$ cat src/rtl/core/hgs_pkg.sv
// shared types, constants and register codes of the hex grid snap unit
`timescale 1ns / 1ps
`default_nettype none

package hgs_pkg;

  localparam int CFG_IDX_W  = 8;
  localparam int CFG_DATA_W = 32;

  localparam logic [CFG_IDX_W-1:0] REG_HEX_RADIUS       = 8'd0;
  localparam logic [CFG_IDX_W-1:0] REG_LAYER_HEIGHT     = 8'd1;
  localparam logic [CFG_IDX_W-1:0] REG_INV_HEX_RADIUS   = 8'd2;
  localparam logic [CFG_IDX_W-1:0] REG_INV_LAYER_HEIGHT = 8'd3;

  localparam logic [23:0] HEX_RADIUS_RST       = 24'd25600;
  localparam logic [23:0] LAYER_HEIGHT_RST     = 24'd25600;
  localparam logic [31:0] INV_HEX_RADIUS_RST   = 32'd167772;
  localparam logic [31:0] INV_LAYER_HEIGHT_RST = 32'd167772;

  // constants scaled by 2^30
  localparam logic [29:0] K_S3_3     = 30'd619925131;
  localparam logic [28:0] K_THIRD    = 29'd357913941;
  localparam logic [29:0] K_TWOTHIRD = 30'd715827883;
  localparam logic [30:0] K_SQRT3    = 31'd1859775393;

  localparam int SCALE_STAGES = 5;
  localparam int ROUND_STAGES = 7;
  localparam int MAP_STAGES   = 7;
  localparam int NUM_STAGES   = SCALE_STAGES + ROUND_STAGES + MAP_STAGES;

  typedef struct packed {
    logic signed [31:0] world_x;
    logic signed [31:0] world_y;
    logic signed [31:0] world_z;
  } in_item_t;

  typedef struct packed {
    logic signed [15:0] cell_q;
    logic signed [15:0] cell_r;
    logic signed [15:0] cell_layer;
    logic signed [31:0] snap_x;
    logic signed [31:0] snap_y;
    logic signed [31:0] snap_z;
  } out_item_t;

  // fractional q, r and layer as magnitude and sign, 16 fraction bits
  typedef struct packed {
    logic [47:0] mag_q;
    logic [47:0] mag_r;
    logic [47:0] mag_z;
    logic        neg_q;
    logic        neg_r;
    logic        neg_z;
  } hgs_frac_t;

  typedef struct packed {
    logic signed [15:0] q;
    logic signed [15:0] r;
    logic signed [15:0] layer;
  } hgs_cell_t;

endpackage

`default_nettype wire

$ cat src/rtl/core/hgs_round.sv
// middle pipeline: per-component rounding, cube rounding and saturation to grid range
`timescale 1ns / 1ps
`default_nettype none

module hgs_round (
  input  logic                             clk,
  input  logic [hgs_pkg::ROUND_STAGES-1:0] stage_en,
  input  hgs_pkg::hgs_frac_t               frac,
  output hgs_pkg::hgs_cell_t               grid_cell
);
  import hgs_pkg::*;

  function automatic logic [33:0] rnd_mag(input logic [48:0] m);
    logic [49:0] s;
    s = {1'b0, m} + 50'h8000;
    return s[49:16];
  endfunction

  function automatic logic [16:0] rnd_err(input logic [15:0] f);
    logic [16:0] e;
    e = f[15] ? (17'h10000 - {1'b0, f}) : {1'b0, f};
    return e;
  endfunction

  function automatic logic signed [15:0] sat16(input logic signed [35:0] v);
    logic signed [15:0] s;
    if (v > 36'sd32767) s = 16'sh7fff;
    else if (v < -36'sd32768) s = 16'sh8000;
    else s = v[15:0];
    return s;
  endfunction

  logic signed [48:0] fq_r, fr_r;
  logic [33:0]        rxm_r, rzm_r, rlm_r;
  logic [16:0]        ex0_r, ez0_r, ex1_r, ez1_r, ex2_r, ez2_r, ex3_r, ez3_r, ey3_r;
  logic [2:0]         neg0_r;
  logic signed [49:0] cy_r;
  logic signed [34:0] rx1_r, rz1_r, rl1_r, rx2_r, rz2_r, rl2_r;
  logic signed [34:0] rx3_r, rz3_r, rl3_r, rx4_r, rz4_r, rl4_r, ry4_r, rl5_r;
  logic [48:0]        cym_r;
  logic               cyn2_r, cyn3_r;
  logic [33:0]        rym_r;
  logic               fix_x_r, fix_z_r;
  logic signed [35:0] q5_r, r5_r;
  logic signed [15:0] q6_r, r6_r, l6_r;

  always_ff @(posedge clk) begin
    if (stage_en[0]) begin
      fq_r   <= frac.neg_q ? -$signed({1'b0, frac.mag_q}) : $signed({1'b0, frac.mag_q});
      fr_r   <= frac.neg_r ? -$signed({1'b0, frac.mag_r}) : $signed({1'b0, frac.mag_r});
      rxm_r  <= rnd_mag({1'b0, frac.mag_q});
      rzm_r  <= rnd_mag({1'b0, frac.mag_r});
      rlm_r  <= rnd_mag({1'b0, frac.mag_z});
      ex0_r  <= rnd_err(frac.mag_q[15:0]);
      ez0_r  <= rnd_err(frac.mag_r[15:0]);
      neg0_r <= {frac.neg_z, frac.neg_r, frac.neg_q};
    end
  end

  always_ff @(posedge clk) begin
    if (stage_en[1]) begin
      cy_r  <= -50'(fq_r) - 50'(fr_r);
      rx1_r <= neg0_r[0] ? -$signed({1'b0, rxm_r}) : $signed({1'b0, rxm_r});
      rz1_r <= neg0_r[1] ? -$signed({1'b0, rzm_r}) : $signed({1'b0, rzm_r});
      rl1_r <= neg0_r[2] ? -$signed({1'b0, rlm_r}) : $signed({1'b0, rlm_r});
      ex1_r <= ex0_r;
      ez1_r <= ez0_r;
    end
  end

  always_ff @(posedge clk) begin
    if (stage_en[2]) begin
      cym_r  <= cy_r[49] ? 49'(-cy_r) : 49'(cy_r);
      cyn2_r <= cy_r[49];
      rx2_r  <= rx1_r;
      rz2_r  <= rz1_r;
      rl2_r  <= rl1_r;
      ex2_r  <= ex1_r;
      ez2_r  <= ez1_r;
    end
  end

  always_ff @(posedge clk) begin
    if (stage_en[3]) begin
      rym_r  <= rnd_mag(cym_r);
      ey3_r  <= rnd_err(cym_r[15:0]);
      cyn3_r <= cyn2_r;
      rx3_r  <= rx2_r;
      rz3_r  <= rz2_r;
      rl3_r  <= rl2_r;
      ex3_r  <= ex2_r;
      ez3_r  <= ez2_r;
    end
  end

  // largest error is recomputed; ties with z fall to z, an x-y tie falls to y
  always_ff @(posedge clk) begin
    if (stage_en[4]) begin
      ry4_r   <= cyn3_r ? -$signed({1'b0, rym_r}) : $signed({1'b0, rym_r});
      fix_x_r <= (ex3_r > ey3_r) && (ex3_r > ez3_r);
      fix_z_r <= !((ex3_r > ey3_r) && (ex3_r > ez3_r)) && !(ey3_r > ez3_r);
      rx4_r   <= rx3_r;
      rz4_r   <= rz3_r;
      rl4_r   <= rl3_r;
    end
  end

  always_ff @(posedge clk) begin
    if (stage_en[5]) begin
      q5_r  <= fix_x_r ? (-36'(ry4_r) - 36'(rz4_r)) : 36'(rx4_r);
      r5_r  <= fix_z_r ? (-36'(rx4_r) - 36'(ry4_r)) : 36'(rz4_r);
      rl5_r <= rl4_r;
    end
  end

  always_ff @(posedge clk) begin
    if (stage_en[6]) begin
      q6_r <= sat16(q5_r);
      r6_r <= sat16(r5_r);
      l6_r <= sat16(36'(rl5_r));
    end
  end

  assign grid_cell.q     = q6_r;
  assign grid_cell.r     = r6_r;
  assign grid_cell.layer = l6_r;

endmodule

`default_nettype wire

$ cat config.mk
export PLATFORM = sky130hd
export DESIGN_NAME = hgs_round
export DESIGN_NICKNAME = d
export VERILOG_FILES = /design/src/rtl/core/hgs_pkg.sv /design/src/rtl/core/hgs_round.sv
export SDC_FILE = /design/constraint.sdc
export NUM_CORES = 2
export LEC_CHECK = 0
export BUFFER_PORTS_ARGS = -buffer_cell sky130_fd_sc_hd__buf_2
export CAP_MARGIN = 20
export CORE_MARGIN = 3
export CORE_UTILIZATION = 40
export DETAILED_ROUTE_END_ITERATION = 10
export PLACE_DENSITY = 0.58
export SETUP_SLACK_MARGIN = 0.02
export SLEW_MARGIN = 5
export SYNTH_ARGS = -nofsm -noshare
export SYNTH_HDL_FRONTEND = slang
export SYNTH_SLANG_ARGS = --single-unit
$ cat constraint.sdc
create_clock -name clk -period 7.6 [get_ports clk]
set_clock_uncertainty 0.05 [all_clocks]
set_input_delay 1.9 -clock clk [delete_from_list [all_inputs] [get_ports clk]]
set_output_delay 1.9 -clock clk [all_outputs]
set_load 0.005 [all_outputs]
Word level (Yosys, flattened, before mapping)
Index checks and enable logic that the tools add are counted.
{ "word_totals": {"out_inout_bits": 48, "rom_bits": 0, "latchBits": 0, "mem_count": 0, "mem_bits_rw": 0, "reg_bits": 1103, "elab_cells": 98} }
{ "classes": {"shift": 0, "n_div": 0, "n_eq_ne": 0, "mul": 0, "n_lt_le_gt_ge": 9, "n_bitwise": 0, "n_mux": 15, "addsub": 20, "reduce_logical": 4} }
{ "op_table": {"columns": ["operator", "n"], "rows": [
  ["adder 48 x 16 -> 49 bit, second input constant", 3],
  ["negator 34 -> 35 bit", 4],
  ["two-way mux 34 bit", 4],
  ["negator 48 -> 49 bit", 2],
  ["two-way mux 48 bit", 2],
  ["> comparator 36 x 16 -> 1 bit, second input constant", 2],
  ["less-than comparator 36 x 16 -> 1 bit, second input constant", 2],
  ["two-way mux 36 bit", 2],
  ["negator 35 -> 36 bit", 2],
  ["subtractor 36 x 35 -> 36 bit", 2],
  ["> comparator 17 bit", 3],
  ["subtractor 17 x 16 -> 17 bit, first input constant", 3],
  ["adder 49 x 16 -> 50 bit, second input constant", 1],
  ["negator 49 -> 50 bit", 1],
  ["subtractor 50 x 49 -> 50 bit", 1],
  ["two-way mux 49 bit", 1],
  ["negator 49 bit", 1],
  ["two-way mux 16 bit", 3],
  ["two-way mux 15 bit", 3],
  ["> comparator 35 x 16 -> 1 bit, second input constant", 1],
  ["less-than comparator 35 x 16 -> 1 bit, second input constant", 1],
  ["logical AND 1 bit", 2],
  ["logical NOT 1 bit", 2]
]} }

Longest topological paths before layout
{ "logic_depth": {"depth_word": 4, "ltp_mapped": 13, "ltp_nobuf": 13} }

Least setup slack after synthesis
Ideal clock, no wire load.
{ "synth_timing": {"kind": "in2reg", "start": "in frac[58] in the netlist's numbering", "end": "reg fr_r[38], data pin", "required_ps": 7287, "t_arrival_ps": 4310, "path_slack_ps": 2978, "cell_stages": 9, "cell_sequence": "buf_6 -> or3_4 -> or4_4 -> or2_4 -> nand4b_4 -> or3_4 -> or4_1 -> o41ai_2 -> xnor2_1"} }
{ "synth_via": {"elab_chain_cells": 2} }
{ "synth_lines": {"columns": ["element", "line_no", "rtl"], "rows": [
  ["start: declaration", "hgs_round.sv:8", "input hgs_pkg::hgs_frac_t frac,"],
  ["negator 48 -> 49 bit", "hgs_round.sv:50", "fr_r <= frac.neg_r ? -$signed({1'b0, frac.mag_r}) : $signed({1'b0, frac.mag_r});"],
  ["two-way mux 48 bit", "hgs_round.sv:50", null],
  ["end signal: assignment", "hgs_round.sv:50", null],
  ["end: declaration", "hgs_round.sv:33", "logic signed [48:0] fq_r, fr_r;"]
]} }
Every way passes these cells.
A chain may end at the register's enable or synchronous reset.

Worst setup path in the final report
{ "layout_timing": {"start": "in frac[100] in the netlist's numbering", "end": "reg fq_r[46], data pin"} }
{ "layout_via": {"elab_chain_cells": 2} }
{ "layout_lines": {"columns": ["element", "line_no", "rtl"], "rows": [
  ["negator 48 -> 49 bit", "hgs_round.sv:49", "fq_r <= frac.neg_q ? -$signed({1'b0, frac.mag_q}) : $signed({1'b0, frac.mag_q});"],
  ["two-way mux 48 bit", "hgs_round.sv:49", null],
  ["end signal: assignment", "hgs_round.sv:49", null],
  ["end: declaration", "hgs_round.sv:33", null]
]} }
Every way passes these cells.

==> results.sh <==
export IMPL_finalCritPeriodShare=0.6092
export IMPL_mostFrequentLayoutCells="1098 x sky130_fd_sc_hd__edfxtp_1, 432 x sky130_fd_sc_hd__xnor2_1, 330 x sky130_fd_sc_hd__nand2_1"
export IMPL_core_area_mm2=0.1305
export IMPL_post_cts_buffers=0
export IMPL_dpl_cell_count=5933
export IMPL_synth_seq_area_share=0.6220
export IMPL_number_of_cells_on_the_worst_hold_path=0
export IMPL_finalWorstPathRequiredPeriod_ps=4630
export IMPL_ys_dominant_reg_cell="sky130_fd_sc_hd__edfxtp_1"
export IMPL_finalPower_mw=16.45
export IMPL_nets=4764
export IMPL_synth_top_area_cell="sky130_fd_sc_hd__edfxtp_1"
export IMPL_die_w_um=370.0
export IMPL_drt_initial_drc_count=2282
export IMPL_number_of_optimization_iterations_in_the_first_detailed_route_pass=5
export IMPL_min_delay_path_class="reg -> reg"
export IMPL_holdCritStartpoint="ez0_r[12]"
export IMPL_grt_pass1_vias=30160
export IMPL_worst_ep_arrival_time_ps=5040
export IMPL_post_drt_wl_per_cell_um=18.20
export IMPL_fraction_of_post_synthesis_cell_area_in_the_top_cell_type_by_area=0.6220
export IMPL_netlist_area_mm2=0.05301
export IMPL_worstHoldEndpoint="ez1_r[12]"
export IMPL_fill_cell_count=11770
export IMPL_route_final_wire_length_mm=112.0
export IMPL_rsz0062_at_grt="no"
export IMPL_drt_met1_wl_mm=58.93
export IMPL_areaGrowthSynthToFinish_pct=12.30
export IMPL_reg2reg_to="q5_r[35]"
export IMPL_clock_fmax_mhz=216.0
export IMPL_slew_headroom=0.3370
export IMPL_final_critical_path_setup_slack_ps=2970
export IMPL_power_leakage_nw=22.19
export IMPL_clock_sinks=1098
export IMPL_die_height_um=370.0
export IMPL_post_synth_main_area_contributors="sky130_fd_sc_hd__edfxtp_1 62%, sky130_fd_sc_hd__xnor2_1 7.1%, sky130_fd_sc_hd__ha_1 7.1%"
export IMPL_io_pins=203
export IMPL_grt_antenna_before_repair=26
export IMPL_cts_max_level=3
export IMPL_layout_drive_gt1_share=0.09482
export IMPL_gpl_final_weighted_congestion=0.8922
export IMPL_grtUsageTotal=0.1642
export IMPL_power_per_cell_area_mw_per_mm2=276.2
export IMPL_dr_max_layer_used="met4"
export IMPL_post_synth_cell_area_avg_um2=12.92
export IMPL_synth_warning_count=0
export IMPL_clkLatencyLatePin_ps=710
export IMPL_dp_hpwl_mm=84.55
export IMPL_finalHoldViolations=0
export IMPL_finalSetupTns_ps=0
export IMPL_vdd_ir_drop_max_mv=0.2113
export IMPL_design_die_area_mm2=0.1369
export IMPL_hold_ws_ps=360.5
export IMPL_detailroute_wirelength_met2_mm=44.79
export IMPL_initial_core_util=0.4063
export IMPL_cts_path_max_buffers=3
export IMPL_reg2reg_launch_point="ry4_r[1]"
export IMPL_detail_route_drc_violations=0
export IMPL_cts_resized=0
export IMPL_critPathRequiredTime_ps=8010
export IMPL_io_buffer_count=187
export IMPL_grt_first_pass_wirelength_mm=174.4
export IMPL_core_rowCount=132
export IMPL_synthCells=4103
export IMPL_grt_start_max_net_pins=154
export IMPL_worstSetupStartpointType="input pin"
export IMPL_slew_violations=0
export IMPL_worst_pin_slew_ps=994.5
export IMPL_critical_path_peak_fanout=6
export IMPL_critPathSlowestCell="sky130_fd_sc_hd__or4b_1"
export IMPL_synth_async_sr_flop_share=0
export IMPL_path_clk_slew_ps=60
export IMPL_overflow=0
export IMPL_setup_violations=0
export IMPL_synth_enable_flop_cells=1098
export IMPL_pre_cts_slack_ps=2232
export IMPL_stdcell_count=6151
export IMPL_root_buffer="sky130_fd_sc_hd__clkbuf_16"
export IMPL_critPathMaxStageDelay_ps=660
export IMPL_worst_setup_path_end_kind="flop"
export IMPL_timing_critical_path_cells="buf_2 -> inv_1 -> ha_1 -> nor3b_1 -> nand4_1 -> nand2b_4 -> or4b_1 -> or4_4 -> or2_4 -> o41ai_2 -> xnor2_1"
export IMPL_count_of_hold_fix_buffers_inserted_at_cts=0
export IMPL_synth_seq_cells=1098
export IMPL_wl_met3_mm=5.512
export IMPL_path_depth_of_the_worst_reg2reg_path=13
export IMPL_ff2ff_setup_slack_ps=3560
export IMPL_drt_antenna_violating_nets=0
export IMPL_yosysUniqueCellTypes=81
export IMPL_outcome="complete, no violations"
export IMPL_cts_tree="built"
export IMPL_routed_via_density=5.054
export IMPL_tritoncts_num_buffers=112
export IMPL_max_cap_violations=0
export IMPL_vias=31090
export IMPL_crit_type="in -> reg"
export IMPL_layout_commonest_cell="sky130_fd_sc_hd__edfxtp_1"
cells in the mapped netlist (all sizes together) (11+ instances only):
cell type	n
a211oi	18
or3	53
nor2b	17
or2	15
nor2	194
nand2b	40
nand3	92
mux2i	17
xnor2	432
nand4	83
nor3	41
nand2	330
o41ai	39
and2	13
and4	13
o21a	28
nor4	42
o21ai	211
a31oi	17
a21o	70
xor2	80
ha	300
and3	38
clkbuf	105
inv	303
o31ai	93
or4	44
edfxtp	1098
a21oi	139
buf	11
critical path, delay by kind of cell:
kind	cells	cell delay [ps]
adders and majority gates	1	220
and+or+nand+nor	6	2310
buffers and inverters	2	190
xor gates and xnor gates	1	90
AOI/OAI and AO/OA	1	310
metrics by stage:
stage | cell area [µm²] | util
6_report | 59530 | 0.4563
5_1_grt | 59530 | 0.4562
4_1_cts | 59480 | 0.4559
3_5_place_dp | 55910 | 0.4285
3_3_place_gp | 55910 | 0.4285
2_1_floorplan | 53020 | -
per-layer routing:
metal,vias to the layer above,GRT usage
met5,-,0
met1,14640,0.2630
met2,669,0.2265
met3,163,0.02372
li1,15620,-
met4,0,0.05061
where the power goes:
| group | internal [mW] | switching, mW | leakage, nW | total (mW) |
|---|---|---|---|---|
| sequential | 7.66 | 0.444 | 10.8 | 8.11 |
| clock | 3.04 | 2.25 | 1.73 | 5.29 |
| combinational | 1.24 | 1.81 | 9.70 | 3.05 |
| total | 11.9 | 4.50 | 22.2 | 16.4 |
worst max-delay path by stage:
| stage | startpoint | to | cells past startpoint |
|---|---|---|---|
| finish | frac[100] | fq_r[46] | 11 |
| global route | frac[103] | fq_r[43] | 9 |
| detailed placement | frac[103] | fq_r[43] | 9 |
| floorplan | frac[58] | fr_r[38] | 9 |
| CTS | frac[103] | fq_r[43] | 9 |
| global placement | frac[103] | fq_r[43] | 9 |
registers in the layout, summed over array words and instances (netlist names), 36 cells and up:
signal and cells:
q5_r 36, cy_r 50, fr_r 49, fq_r 49, r5_r 36, cym_r 49
area by class of cell:
type | instances | area [µm²] | share of cell area
diodes | 11 | 27.53 | 0.0004624
clock buffers | 135 | 2910 | 0.04888
clock inverters | 71 | 658.1 | 0.01105
inverters | 303 | 1137 | 0.01910
multi-input cells | 2588 | 18480 | 0.3104
flip-flops and latches | 1098 | 32970 | 0.5538
well taps | 1742 | 2180 | 0.03661
repair buffers | 203 | 1171 | 0.01967
cells by family after synthesis:
family / Yosys count / synth area share
buffers and inverters: 419 / 0.02995
muxes: 23 / 0.004484
and+or+nand+nor: 1032 / 0.09899
other: 1 / 0.00007074
AOI/OAI and AO/OA: 715 / 0.08801
xor gates and xnor gates: 512 / 0.08459
DFF: 1098 / 0.6220
adders and majority gates: 303 / 0.07194
(Power assumes the default switching activity.)
